`src/hw/rtl/u8ss_pkg.sv`:
```
// ----------------------------------------------------------------------------
// u8ss_pkg
// Shared constants, command codes and inter-module types for the UTF-8
// substring search block.
// ----------------------------------------------------------------------------
package u8ss_pkg;

   // pattern store depth and index counter width
   localparam int PATTERN_MAX = 64;
   localparam int INDEX_W     = 24;
   localparam int POS_W       = 24;

   // pattern length / window fill count holds 0..PATTERN_MAX
   localparam int PLEN_W = $clog2(PATTERN_MAX + 1);
   // slot select, 0..PATTERN_MAX-1
   localparam int PIDX_W = (PATTERN_MAX > 1) ? $clog2(PATTERN_MAX) : 1;

   localparam logic [INDEX_W-1:0] INDEX_MAX = '1;

   // decoupling queue between front and back
   localparam int QUEUE_DEPTH = 2;
   localparam int QPTR_W      = (QUEUE_DEPTH > 1) ? $clog2(QUEUE_DEPTH) : 1;
   localparam int QCNT_W      = $clog2(QUEUE_DEPTH + 1);

   typedef enum logic [1:0] {
      CMD_START   = 2'd0,
      CMD_PATTERN = 2'd1,
      CMD_TEXT    = 2'd2,
      CMD_END     = 2'd3
   } cmd_type;

   // classified operation handed from front to back
   typedef struct packed {
      cmd_type    cmd;
      logic [7:0] data;
      logic       char_start;
   } op_type;

   typedef struct packed {
      logic full;
      logic empty;
   } q_stat_type;

endpackage

```
`src/hw/rtl/u8ss_ifs.sv`:
```
// ----------------------------------------------------------------------------
// u8ss channel interfaces
// Valid/ready channels for the request (command) and response (result) sides.
// ----------------------------------------------------------------------------
interface u8ss_req_if;
   logic       valid;
   logic       ready;
   logic [1:0] cmd;
   logic [7:0] byte_value;

   modport source (output valid, output cmd, output byte_value, input ready);
   modport sink   (input valid, input cmd, input byte_value, output ready);
endinterface

interface u8ss_rsp_if;
   logic                      valid;
   logic                      ready;
   logic                      found;
   logic [u8ss_pkg::POS_W-1:0] position;
   logic                      error;

   modport source (output valid, output found, output position, output error,
                   input ready);
   modport sink   (input valid, input found, input position, input error,
                   output ready);
endinterface

```
`src/hw/rtl/u8ss_queue.sv`:
```
// ----------------------------------------------------------------------------
// u8ss_queue
// Short FIFO of classified operations between the front and back ends.
// ----------------------------------------------------------------------------
module u8ss_queue (
   input  logic                 clock,
   input  logic                 reset,
   input  logic                 push_valid,
   input  u8ss_pkg::op_type     push_op,
   input  logic                 pop,
   output u8ss_pkg::op_type     head_op,
   output u8ss_pkg::q_stat_type stat
);

   u8ss_pkg::op_type                  mem_ff [u8ss_pkg::QUEUE_DEPTH];
   logic [u8ss_pkg::QPTR_W-1:0]       head_ff, head_in;
   logic [u8ss_pkg::QPTR_W-1:0]       tail_ff, tail_in;
   logic [u8ss_pkg::QCNT_W-1:0]       count_ff, count_in;
   logic                              do_push;
   logic                              do_pop;

   assign stat.full  = (count_ff == u8ss_pkg::QCNT_W'(u8ss_pkg::QUEUE_DEPTH));
   assign stat.empty = (count_ff == '0);
   assign head_op    = mem_ff[head_ff];

   always_comb begin
      do_push = push_valid && !stat.full;
      do_pop  = pop && !stat.empty;
      head_in = head_ff;
      tail_in = tail_ff;
      count_in = count_ff;
      if (do_push) begin
         tail_in = (tail_ff == u8ss_pkg::QPTR_W'(u8ss_pkg::QUEUE_DEPTH - 1)) ?
                   '0 : tail_ff + u8ss_pkg::QPTR_W'(1);
      end
      if (do_pop) begin
         head_in = (head_ff == u8ss_pkg::QPTR_W'(u8ss_pkg::QUEUE_DEPTH - 1)) ?
                   '0 : head_ff + u8ss_pkg::QPTR_W'(1);
      end
      if (do_push && !do_pop) begin
         count_in = count_ff + u8ss_pkg::QCNT_W'(1);
      end else if (do_pop && !do_push) begin
         count_in = count_ff - u8ss_pkg::QCNT_W'(1);
      end
   end

   always_ff @(posedge clock) begin
      if (reset) begin
         head_ff  <= '0;
         tail_ff  <= '0;
         count_ff <= '0;
      end else begin
         head_ff  <= head_in;
         tail_ff  <= tail_in;
         count_ff <= count_in;
      end
   end

   always_ff @(posedge clock) begin
      if (do_push) begin
         mem_ff[tail_ff] <= push_op;
      end
   end

endmodule

```
`src/hw/rtl/u8ss_front.sv`:
```
// ----------------------------------------------------------------------------
// u8ss_front
// Accepts commands, marks text bytes that open a character and queues them.
// ----------------------------------------------------------------------------
module u8ss_front (
   input  logic                 clock,
   input  logic                 reset,
   u8ss_req_if.sink             req,
   input  logic                 utf8_mode,
   input  u8ss_pkg::q_stat_type q_stat,
   output logic                 push_valid,
   output u8ss_pkg::op_type     push_op
);

   logic              text_seen_ff, text_seen_in;
   logic              accept;
   u8ss_pkg::cmd_type cmd;

   assign req.ready = !q_stat.full;

   always_comb begin
      cmd    = u8ss_pkg::cmd_type'(req.cmd);
      accept = req.valid && req.ready;
      push_valid = accept;
      push_op.cmd  = cmd;
      push_op.data = req.byte_value;
      // first text byte of a search always opens a character
      push_op.char_start = !utf8_mode || !text_seen_ff || (req.byte_value[7:6] != 2'b10);
      text_seen_in = text_seen_ff;
      if (accept) begin
         unique case (cmd)
            u8ss_pkg::CMD_START: text_seen_in = 1'b0;
            u8ss_pkg::CMD_TEXT:  text_seen_in = 1'b1;
            default:             text_seen_in = text_seen_ff;
         endcase
      end
   end

   always_ff @(posedge clock) begin
      if (reset) begin
         text_seen_ff <= 1'b0;
      end else begin
         text_seen_ff <= text_seen_in;
      end
   end

endmodule

```
`src/hw/rtl/u8ss_back.sv`:
```
// ----------------------------------------------------------------------------
// u8ss_back
// Pattern store, sliding text window with parallel compare cells, index
// counters and the result register.
// ----------------------------------------------------------------------------
module u8ss_back (
   input  logic                 clock,
   input  logic                 reset,
   input  u8ss_pkg::op_type     head_op,
   input  u8ss_pkg::q_stat_type q_stat,
   output logic                 pop,
   u8ss_rsp_if.source           rsp
);

   localparam int PM = u8ss_pkg::PATTERN_MAX;

   // pattern held newest-first so it lines up with the window
   logic [7:0]                    pat_ff [PM];
   logic [7:0]                    pat_in [PM];
   logic [7:0]                    win_ff [PM];
   logic [7:0]                    win_in [PM];
   logic [u8ss_pkg::INDEX_W-1:0]  sidx_ff [PM];
   logic [u8ss_pkg::INDEX_W-1:0]  sidx_in [PM];
   logic [PM-1:0]                 cs_ff, cs_in;

   logic [u8ss_pkg::PLEN_W-1:0]   len_ff, len_in;
   logic [u8ss_pkg::PLEN_W-1:0]   fill_ff, fill_in;
   logic [u8ss_pkg::INDEX_W-1:0]  pos_ff, pos_in;
   logic                          match_ff, match_in;
   logic [u8ss_pkg::INDEX_W-1:0]  mpos_ff, mpos_in;
   logic                          ovf_ff, ovf_in;

   logic                          rsp_valid_ff, rsp_valid_in;
   logic                          found_ff, found_in;
   logic [u8ss_pkg::POS_W-1:0]    rpos_ff, rpos_in;
   logic                          err_ff, err_in;

   logic [7:0]                    slot_new [PM];
   logic [u8ss_pkg::INDEX_W-1:0]  idx_new [PM];
   logic [PM-1:0]                 start_new;
   logic                          all_eq;
   logic [u8ss_pkg::PIDX_W-1:0]   sel;
   logic [u8ss_pkg::PLEN_W-1:0]   fill_next;
   logic                          hit;
   logic                          take;

   assign rsp.valid    = rsp_valid_ff;
   assign rsp.found    = found_ff;
   assign rsp.position = rpos_ff;
   assign rsp.error    = err_ff;

   // compare cells: window as it stands after this text byte
   always_comb begin
      slot_new[0]  = head_op.data;
      idx_new[0]   = pos_ff;
      start_new[0] = head_op.char_start;
      for (int k = 1; k < PM; k++) begin
         slot_new[k]  = win_ff[k-1];
         idx_new[k]   = sidx_ff[k-1];
         start_new[k] = cs_ff[k-1];
      end
      all_eq = 1'b1;
      for (int k = 0; k < PM; k++) begin
         if ((u8ss_pkg::PLEN_W'(k) < len_ff) && (slot_new[k] != pat_ff[k])) begin
            all_eq = 1'b0;
         end
      end
      sel = u8ss_pkg::PIDX_W'(len_ff - u8ss_pkg::PLEN_W'(1));
      fill_next = (fill_ff == u8ss_pkg::PLEN_W'(PM)) ? fill_ff :
                  fill_ff + u8ss_pkg::PLEN_W'(1);
      hit = !match_ff && (len_ff != '0) && (fill_next >= len_ff) && all_eq &&
            start_new[sel];
   end

   always_comb begin
      take = !q_stat.empty &&
             ((head_op.cmd != u8ss_pkg::CMD_END) || !rsp_valid_ff || rsp.ready);
      pop = take;

      pat_in   = pat_ff;
      win_in   = win_ff;
      sidx_in  = sidx_ff;
      cs_in    = cs_ff;
      len_in   = len_ff;
      fill_in  = fill_ff;
      pos_in   = pos_ff;
      match_in = match_ff;
      mpos_in  = mpos_ff;
      ovf_in   = ovf_ff;
      found_in = found_ff;
      rpos_in  = rpos_ff;
      err_in   = err_ff;
      rsp_valid_in = rsp.ready ? 1'b0 : rsp_valid_ff;

      if (take) begin
         unique case (head_op.cmd)
            u8ss_pkg::CMD_START: begin
               len_in   = '0;
               fill_in  = '0;
               pos_in   = '0;
               match_in = 1'b0;
               mpos_in  = '0;
               ovf_in   = 1'b0;
            end
            u8ss_pkg::CMD_PATTERN: begin
               if (len_ff < u8ss_pkg::PLEN_W'(PM)) begin
                  pat_in[0] = head_op.data;
                  for (int k = 1; k < PM; k++) begin
                     pat_in[k] = pat_ff[k-1];
                  end
                  len_in = len_ff + u8ss_pkg::PLEN_W'(1);
               end else begin
                  ovf_in = 1'b1;
               end
            end
            u8ss_pkg::CMD_TEXT: begin
               win_in  = slot_new;
               sidx_in = idx_new;
               cs_in   = start_new;
               fill_in = fill_next;
               if (head_op.char_start && (pos_ff != u8ss_pkg::INDEX_MAX)) begin
                  pos_in = pos_ff + u8ss_pkg::INDEX_W'(1);
               end
               if (hit) begin
                  match_in = 1'b1;
                  mpos_in  = idx_new[sel];
               end
            end
            u8ss_pkg::CMD_END: begin
               rsp_valid_in = 1'b1;
               if (ovf_ff) begin
                  found_in = 1'b0;
                  rpos_in  = '0;
                  err_in   = 1'b1;
               end else if (len_ff == '0) begin
                  found_in = 1'b1;
                  rpos_in  = '0;
                  err_in   = 1'b0;
               end else if (match_ff) begin
                  found_in = 1'b1;
                  rpos_in  = u8ss_pkg::POS_W'(mpos_ff);
                  err_in   = 1'b0;
               end else begin
                  found_in = 1'b0;
                  rpos_in  = '0;
                  err_in   = 1'b0;
               end
            end
            default: begin
               rsp_valid_in = rsp_valid_in;
            end
         endcase
      end
   end

   always_ff @(posedge clock) begin
      if (reset) begin
         len_ff       <= '0;
         fill_ff      <= '0;
         pos_ff       <= '0;
         match_ff     <= 1'b0;
         mpos_ff      <= '0;
         ovf_ff       <= 1'b0;
         rsp_valid_ff <= 1'b0;
      end else begin
         len_ff       <= len_in;
         fill_ff      <= fill_in;
         pos_ff       <= pos_in;
         match_ff     <= match_in;
         mpos_ff      <= mpos_in;
         ovf_ff       <= ovf_in;
         rsp_valid_ff <= rsp_valid_in;
      end
   end

   // payload: window slots beyond the fill count are never looked at
   always_ff @(posedge clock) begin
      pat_ff   <= pat_in;
      win_ff   <= win_in;
      sidx_ff  <= sidx_in;
      cs_ff    <= cs_in;
      found_ff <= found_in;
      rpos_ff  <= rpos_in;
      err_ff   <= err_in;
   end

endmodule

```
`src/hw/rtl/utf8_substring_search.sv`:
```
// ----------------------------------------------------------------------------
// utf8_substring_search
// Streaming first-occurrence substring search over UTF-8 or byte text.
//
//   channel   dir  handshake             payload
//   req_chan  in   valid/ready           cmd[1:0], byte_value[7:0]
//   rsp_chan  out  valid/ready           found, position[23:0], error
//   csr       in   csr_wr_en             csr_wr_data (utf8_mode)
//
// One command is taken per cycle while the queue is not full; a text byte is
// compared against the whole pattern at once by a row of byte compare cells.
// A result is offered once its end of text has passed through the queue and
// been taken into the result register by the back end.
// While a result waits untaken, the next end of text stops at the queue head
// and the request side stalls once the two-entry queue is full.
// Synchronous reset; no clearing pass, a fill count guards the window.
// ----------------------------------------------------------------------------
module utf8_substring_search (
   input  logic        clock,
   input  logic        reset,
   u8ss_req_if.sink    req_chan,
   u8ss_rsp_if.source  rsp_chan,
   input  logic        csr_wr_en,
   input  logic        csr_wr_data
);

   logic                 utf8_mode_ff, utf8_mode_in;
   logic                 push_valid;
   u8ss_pkg::op_type     push_op;
   u8ss_pkg::op_type     head_op;
   u8ss_pkg::q_stat_type q_stat;
   logic                 pop;

   assign utf8_mode_in = csr_wr_en ? csr_wr_data : utf8_mode_ff;

   always_ff @(posedge clock) begin
      if (reset) begin
         utf8_mode_ff <= 1'b1;
      end else begin
         utf8_mode_ff <= utf8_mode_in;
      end
   end

   u8ss_front u_front (
      .clock      (clock),
      .reset      (reset),
      .req        (req_chan),
      .utf8_mode  (utf8_mode_ff),
      .q_stat     (q_stat),
      .push_valid (push_valid),
      .push_op    (push_op)
   );

   u8ss_queue u_queue (
      .clock      (clock),
      .reset      (reset),
      .push_valid (push_valid),
      .push_op    (push_op),
      .pop        (pop),
      .head_op    (head_op),
      .stat       (q_stat)
   );

   u8ss_back u_back (
      .clock   (clock),
      .reset   (reset),
      .head_op (head_op),
      .q_stat  (q_stat),
      .pop     (pop),
      .rsp     (rsp_chan)
   );

`ifndef SYNTH
   a_err_alone: assert property (@(posedge clock) disable iff (reset)
      rsp_chan.valid && rsp_chan.error |-> !rsp_chan.found && (rsp_chan.position == '0))
      else $error("error result carries found or a position");

   a_miss_zero: assert property (@(posedge clock) disable iff (reset)
      rsp_chan.valid && !rsp_chan.found |-> rsp_chan.position == '0)
      else $error("miss result with non-zero position");

   a_queue_sane: assert property (@(posedge clock) disable iff (reset)
      !(q_stat.full && q_stat.empty))
      else $error("queue both full and empty");

   a_stall_full: assert property (@(posedge clock) disable iff (reset)
      !req_chan.ready |-> $past(push_valid) || $past(q_stat.full))
      else $error("request side stalled without queue fill");
`endif

endmodule

```
`src/flat_wrapper.sv`:
```
// flat-port wrapper written by rule: the top's interface ports become plain ports
module utf8_substring_search_flat 
  (clock, reset, csr_wr_en, csr_wr_data, req_chan_valid, req_chan_cmd, req_chan_byte_value, req_chan_ready, rsp_chan_valid, rsp_chan_found, rsp_chan_position, rsp_chan_error, rsp_chan_ready);
  u8ss_req_if req_chan_i ();
  u8ss_rsp_if rsp_chan_i ();
  input  logic clock;
  input  logic reset;
  input  logic csr_wr_en;
  input  logic csr_wr_data;
  input wire logic [$bits(req_chan_i.valid)-1:0] req_chan_valid;
  input wire logic [$bits(req_chan_i.cmd)-1:0] req_chan_cmd;
  input wire logic [$bits(req_chan_i.byte_value)-1:0] req_chan_byte_value;
  output wire logic [$bits(req_chan_i.ready)-1:0] req_chan_ready;
  output wire logic [$bits(rsp_chan_i.valid)-1:0] rsp_chan_valid;
  output wire logic [$bits(rsp_chan_i.found)-1:0] rsp_chan_found;
  output wire logic [$bits(rsp_chan_i.position)-1:0] rsp_chan_position;
  output wire logic [$bits(rsp_chan_i.error)-1:0] rsp_chan_error;
  input wire logic [$bits(rsp_chan_i.ready)-1:0] rsp_chan_ready;
  assign req_chan_i.valid = req_chan_valid;
  assign req_chan_i.cmd = req_chan_cmd;
  assign req_chan_i.byte_value = req_chan_byte_value;
  assign req_chan_ready = req_chan_i.ready;
  assign rsp_chan_valid = rsp_chan_i.valid;
  assign rsp_chan_found = rsp_chan_i.found;
  assign rsp_chan_position = rsp_chan_i.position;
  assign rsp_chan_error = rsp_chan_i.error;
  assign rsp_chan_i.ready = rsp_chan_ready;
  utf8_substring_search u_core (.clock(clock), .reset(reset), .req_chan(req_chan_i), .rsp_chan(rsp_chan_i), .csr_wr_en(csr_wr_en), .csr_wr_data(csr_wr_data));
endmodule
```
`config.mk`:
```
export PLATFORM = sky130hd
export DESIGN_NAME = utf8_substring_search_flat
export DESIGN_NICKNAME = d
export VERILOG_FILES = /design/src/hw/rtl/u8ss_pkg.sv /design/src/hw/rtl/u8ss_ifs.sv /design/src/hw/rtl/u8ss_queue.sv /design/src/hw/rtl/u8ss_front.sv /design/src/hw/rtl/u8ss_back.sv /design/src/hw/rtl/utf8_substring_search.sv /design/src/flat_wrapper.sv
export SDC_FILE = /design/constraint.sdc
export NUM_CORES = 2
export LEC_CHECK = 0
export BUFFER_PORTS_ARGS = -buffer_cell sky130_fd_sc_hd__buf_2
export CORE_MARGIN = 1.5
export CORE_UTILIZATION = 50
export DETAILED_ROUTE_END_ITERATION = 6
export PLACE_DENSITY_LB_ADDON = 0.2
export SLEW_MARGIN = 0
export SYNTH_ARGS = -nofsm -noshare
export SYNTH_HDL_FRONTEND = slang
export SYNTH_HIERARCHICAL = 1
export SYNTH_SLANG_ARGS = --single-unit
```
`constraint.sdc`:
```
create_clock -name clock -period 56.3 [get_ports clock]
set_input_delay 11.26 -clock clock [delete_from_list [all_inputs] [get_ports clock]]
set_output_delay 11.26 -clock clock [all_outputs]
set_load 0.01 [all_outputs]
```
# After elaboration in Yosys (flattened, before gate mapping)
# Memories as Yosys holds them, arrays and structs flattened. A register that Yosys moved wholly into a read port is not among the register bits.
# Index checks and enable logic that the tools add are counted.
# word_totals
out_inout_bits	28
ff_bits	2688
mem_count	1
input_bits	16
word_cells	564
mem_bits_rw	22
# op_classes
addsub	8
n_mux	96
order_cmp	68
reduce_logical	106
n_bitwise	2
n_eq_ne	77
# memory_table
name	depth	word_bits	rd	rd_ports_with_merged_regs	write_ports	line	rtl
u_core.u_queue.mem_ff	2	11	1	1	1	u8ss_queue.sv:15	u8ss_pkg::op_type mem_ff [u8ss_pkg::QUEUE_DEPTH];
# op_table
operator	count
$ne A8 B8 Y1	64
$lt A6 B7 Y1 const A	32
$bmux W24 S6	1
$lt A5 B7 Y1 const A	16
$mux W24	4
$pmux W24 S2	2
$mux W1	79
$logic_and A1 B1 Y1	75
$lt A4 B7 Y1 const A	8
$lt A3 B7 Y1 const A	4
$pmux W7 S2	2
$add A24 B1 Y24 const B	1
$ne A24 B24 Y1 const B	1
$reduce_and A3 Y1	5
$add A7 B1 Y7 const B	2
$lt A1 B7 Y1 const A	2
$lt A2 B7 Y1 const A	2
$mux W7	2
$ne A2 B2 Y1 const B	6
$eq A2 B2 Y1 const B	4
$logic_not A1 Y1	8
$reduce_and A2 Y1	4
$reduce_bool A2 Y1	4
$eq A7 B7 Y1 const B	1
other kinds (19)	28

# Depth between registers and ports, before layout
# logic_depth
word_depth	70
mapped_depth	17
mapped_depth_nobuf	15

# Cells and area by module
# Netlist, hierarchy kept.
# modules_own_cells
module	area_each_um2	n_inst	cells_each	seq_area_each_um2
u8ss_back	100946.8	1	4578	79886.6
u8ss_queue	1007.2	1	59	760.7
u8ss_front	151.4	1	18	20.0
utf8_substring_search	35.0	1	3	20.0

# Worst setup path after synthesis
# No wires, ideal clock.
# synth_timing
kind	flip-flop to flip-flop
start	register with a tool-made name
end	register u_core/u_back/mpos_ff[22] (netlist name)
synth_period_minus_slack_ns	44.693
stages_incl_launch_ff	8
setup_time_ns	0.198
arrival_time_ns	44.495
slack_ns	11.607
path_cell_list	dfxtp_1 -> buf_2 -> mux2_2 -> nor2_1 -> nand2_1 -> inv_1 -> o211ai_1 -> o311ai_1
# synth_lines
item	line	rtl
end signal, assigned	u8ss_back.sv:170	mpos_ff <= mpos_in;
end, declared	u8ss_back.sv:30	logic [u8ss_pkg::INDEX_W-1:0] mpos_ff, mpos_in;

==> summary.txt <==
Power and ir drop
  • Peak VDD IR: roughly 0.034 mV
  • Power density over cell area: between 50 and 60 mW/mm²
  • Pleak: roughly 35 nW
  • Total power: 5.812 mW

Timing
  • Slew @ Worst Pin: roughly 1400 ps
  • Final Worst Setup Slack: roughly 43000 ps
  • Clock Skew: 58.10 ps
  • Worst relative slew slack: 0.09960
  • Fin Setup TNS: 0 ps
  • Final setup fails: 0
  • FMAX: 76.81 MHz
  • Post-layout minimum cycle time: roughly 13000 ps
  • Unrepaired setup endpoints after global routing: false
  • Pins Over Slew Limit: 0
  • Hold_ws: between 400 and 500 ps
  • Final period util: 0.2312
  • Final hold vios: 0

Critical path
  • Worst path cell trace: nor2b_2, inv_1, buf_2
  • Startpoint types: register
  • WP data required: between 40000 and 50000 ps
  • Reg-to-reg slack, setup: between 40000 and 50000 ps
  • Critical path fanouts, max: 6
  • Slowest stage cell, crit path: dfxtp_1
  • CP peak stage delay: ~370 ps
  • Setup crit end kind: primary output
  • Setup CP Type: reg2out
  • Critical path arrival: roughly 1800 ps

CTS
  • Clock transition at path regs: about 60 ps
  • CTS Hold Buffers Added: 0
  • CTS tree: yes
  • H-Tree Level Count: 5
  • TritonCTS Buffers: 290
  • Max Root-Sink Buffers: 4
  • Clk_lat worst skew: roughly 900 ps
  • Clock root buffer: clkbuf_16
  • Clk sinks: between 2000 and 3000
  • Post-CTS Setup Bufs: 0
  • Resize count post-CTS: 0

Logic synthesis
  • Synth Instances: ~4700
  • Post-synth EDFFs: ~2600
  • Synthesized cell area: 0.1021 mm²
  • Syn_area_per_cell: between 20 and 25 µm²
  • Post-synth top area share: 0.7759
  • Synth unique cells: 69
  • Ys Warns: 6
  • Synthesis-stage register bit count: 2711
  • Ys flop type: edfxtp_1
  • Ys async rst share: 0
  • Seq/Total Area, Yosys: 0.7900
  • Top area cells in the synthesized netlist: edfxtp_1 78%, mux4_2 11%, xnor2_1 2.9%
  • Area leader, netlist: edfxtp_1
  • Syn_nets: ~4700

Hold path
  • Hold crit path type: reg2reg

Detailed routing
  • ANT nets after route: 0
  • 1st-pass router iterations: 5
  • Via density per instance: 5.751
  • Wire per inst: between 20 and 25 µm
  • DR DRC count: 0
  • 1st-iter DRT viols: 4509
  • DRT Wirelength: around 190000 µm
  • DR vias: about 45000

Floorplan
  • Starting Density: 0.5043
  • Die width: ~450 µm
  • Row Count: about 170
  • Boundary pin count: 44
  • Die Height: between 400 and 500 µm
  • Core Region: 0.2025 mm²
  • Die ar.: 0.2070 mm²

Global routing
  • First-pass GRT wire length: approximately 290000 µm
  • Grt total ovfl: 0
  • Vias in the first global route: 45720
  • GRT Total Usage: 0.1809
  • Initial antenna violation count: 2
  • Largest net degree at the start of global routing: 212

Finish
  • Fraction of layout cells with a size suffix above 1: 0.2072
  • Design Area, Final: 0.1145 mm²
  • Fin util: 0.5654
  • Commonest cells after routing, fill and taps aside: 2639 x edfxtp_1, 518 x mux4_2, 336 x xnor2_1
  • Post-Layout Cell Count: between 7000 and 8000
  • Nets@finish: between 4000 and 5000
  • Area grow syn2layout: 12.11%
  • Most common cell after layout, fill and taps aside: edfxtp_1

Job
  • Max_cap viols: 0

Placement
  • Dpl cell area: ~0.11 mm²
  • # port buffers: 43
  • GPL Wtd Cong: roughly 0.77
  • Dpl ws: about 43000 ps
  • Post-DP HPWL: 106700 µm
  • Placed Cells incl. Taps: between 7000 and 8000

Run status
  • Status: complete, no violations
==> logic make-up (layout without fill, tap and decap cells) <==
| family | Yosys count | after routing | share of synthesized area |
|---|---|---|---|
| flip-flops | 2711 | 2711 | 0.7900 |
| XOR/XNOR | 548 | 548 | 0.04714 |
| multiplexers | 542 | 542 | 0.1171 |
| AND/OR/NAND/NOR | 488 | 488 | 0.02512 |
| buffers and inverters | 185 | 615 | 0.007607 |
| AO/OA/AOI/OAI | 171 | 171 | 0.01151 |
| adder cells (fa/ha/maj) | 13 | 13 | 0.001593 |
| other | 0 | 3 | 0 |
==> state kept, by name, indices dropped and copies added (netlist names), named ones only <==
register / flops
u_core/u_back/cs_ff: 63
u_core/u_back/fill_ff: 7
u_core/u_back/idx_new: 1512
u_core/u_back/len_ff: 7
u_core/u_back/match_ff: 1
u_core/u_back/mpos_ff: 24
u_core/u_back/ovf_ff: 1
u_core/u_back/pat_ff: 512
u_core/u_back/pos_ff: 24
u_core/u_back/rsp.error: 1
u_core/u_back/rsp.found: 1
u_core/u_back/rsp.position: 24
u_core/u_back/rsp.valid: 1
u_core/u_back/slot_new: 504
u_core/u_front/text_seen_ff: 1
u_core/u_queue/count_ff: 2
u_core/u_queue/head_ff: 1
u_core/u_queue/mem_ff: 22
u_core/u_queue/tail_ff: 1
u_core/utf8_mode_ff: 1
==> worst max-delay path, delay by kind of cell (launching register included) <==
kind                   cells  cell delay, ps
buffers and inverters      2             220
flip-flops                 1             370
AND/OR/NAND/NOR            1             270
==> path summary, 6_finish.rpt <==
check,end,startpoint,cells past startpoint
min,u_core/u_back/idx_new[1443]$_DFFE_PP_,u_core/u_back/idx_new[1467]$_DFFE_PP_,0
min reg2reg,u_core/u_back/idx_new[1443]$_DFFE_PP_,u_core/u_back/idx_new[1467]$_DFFE_PP_,0
max reg2reg,u_core/u_back/mpos_ff[22]$_SDFFE_PP0P_,u_core/u_back/len_ff[0]$_SDFFE_PP0P_,10
max,req_chan_ready,u_core/u_queue/count_ff[1]$_SDFFE_PP0P_,3
==> routing by layer <==
metal / up-vias / global-route usage / wire (µm)
met4: 2 / 0.05359 / 4878
met1: 23730 / 0.2696 / 82100
met3: 327 / 0.02981 / 8983
met2: 1073 / 0.2779 / 89320
li1: 19510 / - / -
met5: - / 0 / 13
==> layout make-up <==
class,instances,area [µm²]
antenna,3,7.507
clock buffer,352,7606
clock inverter,144,1275
fill,14750,88010
inverter,18,75.07
multi-input combinational,1762,20750
sequential,2711,80690
tap,2672,3343
timing repair buffer,101,763.2
==> report_power, final <==
group          total, mW  switching [mW]  internal (mW)
sequential          2.99           0.206           2.79
combinational       1.01           0.578          0.434
clock               1.81           0.745           1.06
total               5.81            1.53           4.28
==> synthesized netlist by cell type, types with 9 or more instances <==
cell	instances
buf_1	38
nor3_1	24
xor2_1	208
inv_1	14
nand2_1	96
edfxtp_1	2639
a21oi_1	32
and2_1	26
dfxtp_1	72
or3_1	9
buf_4	10
o21ai_1	26
ha_1	13
nand4_1	94
o21ai_0	30
nor4_1	60
clkbuf_1	103
nand3_1	17
mux2_2	14
nand3b_1	24
buf_2	12
mux4_2	518
xnor2_1	338
nor2_1	107
o211ai_2	20
Power figures use the tool's default switching activity.
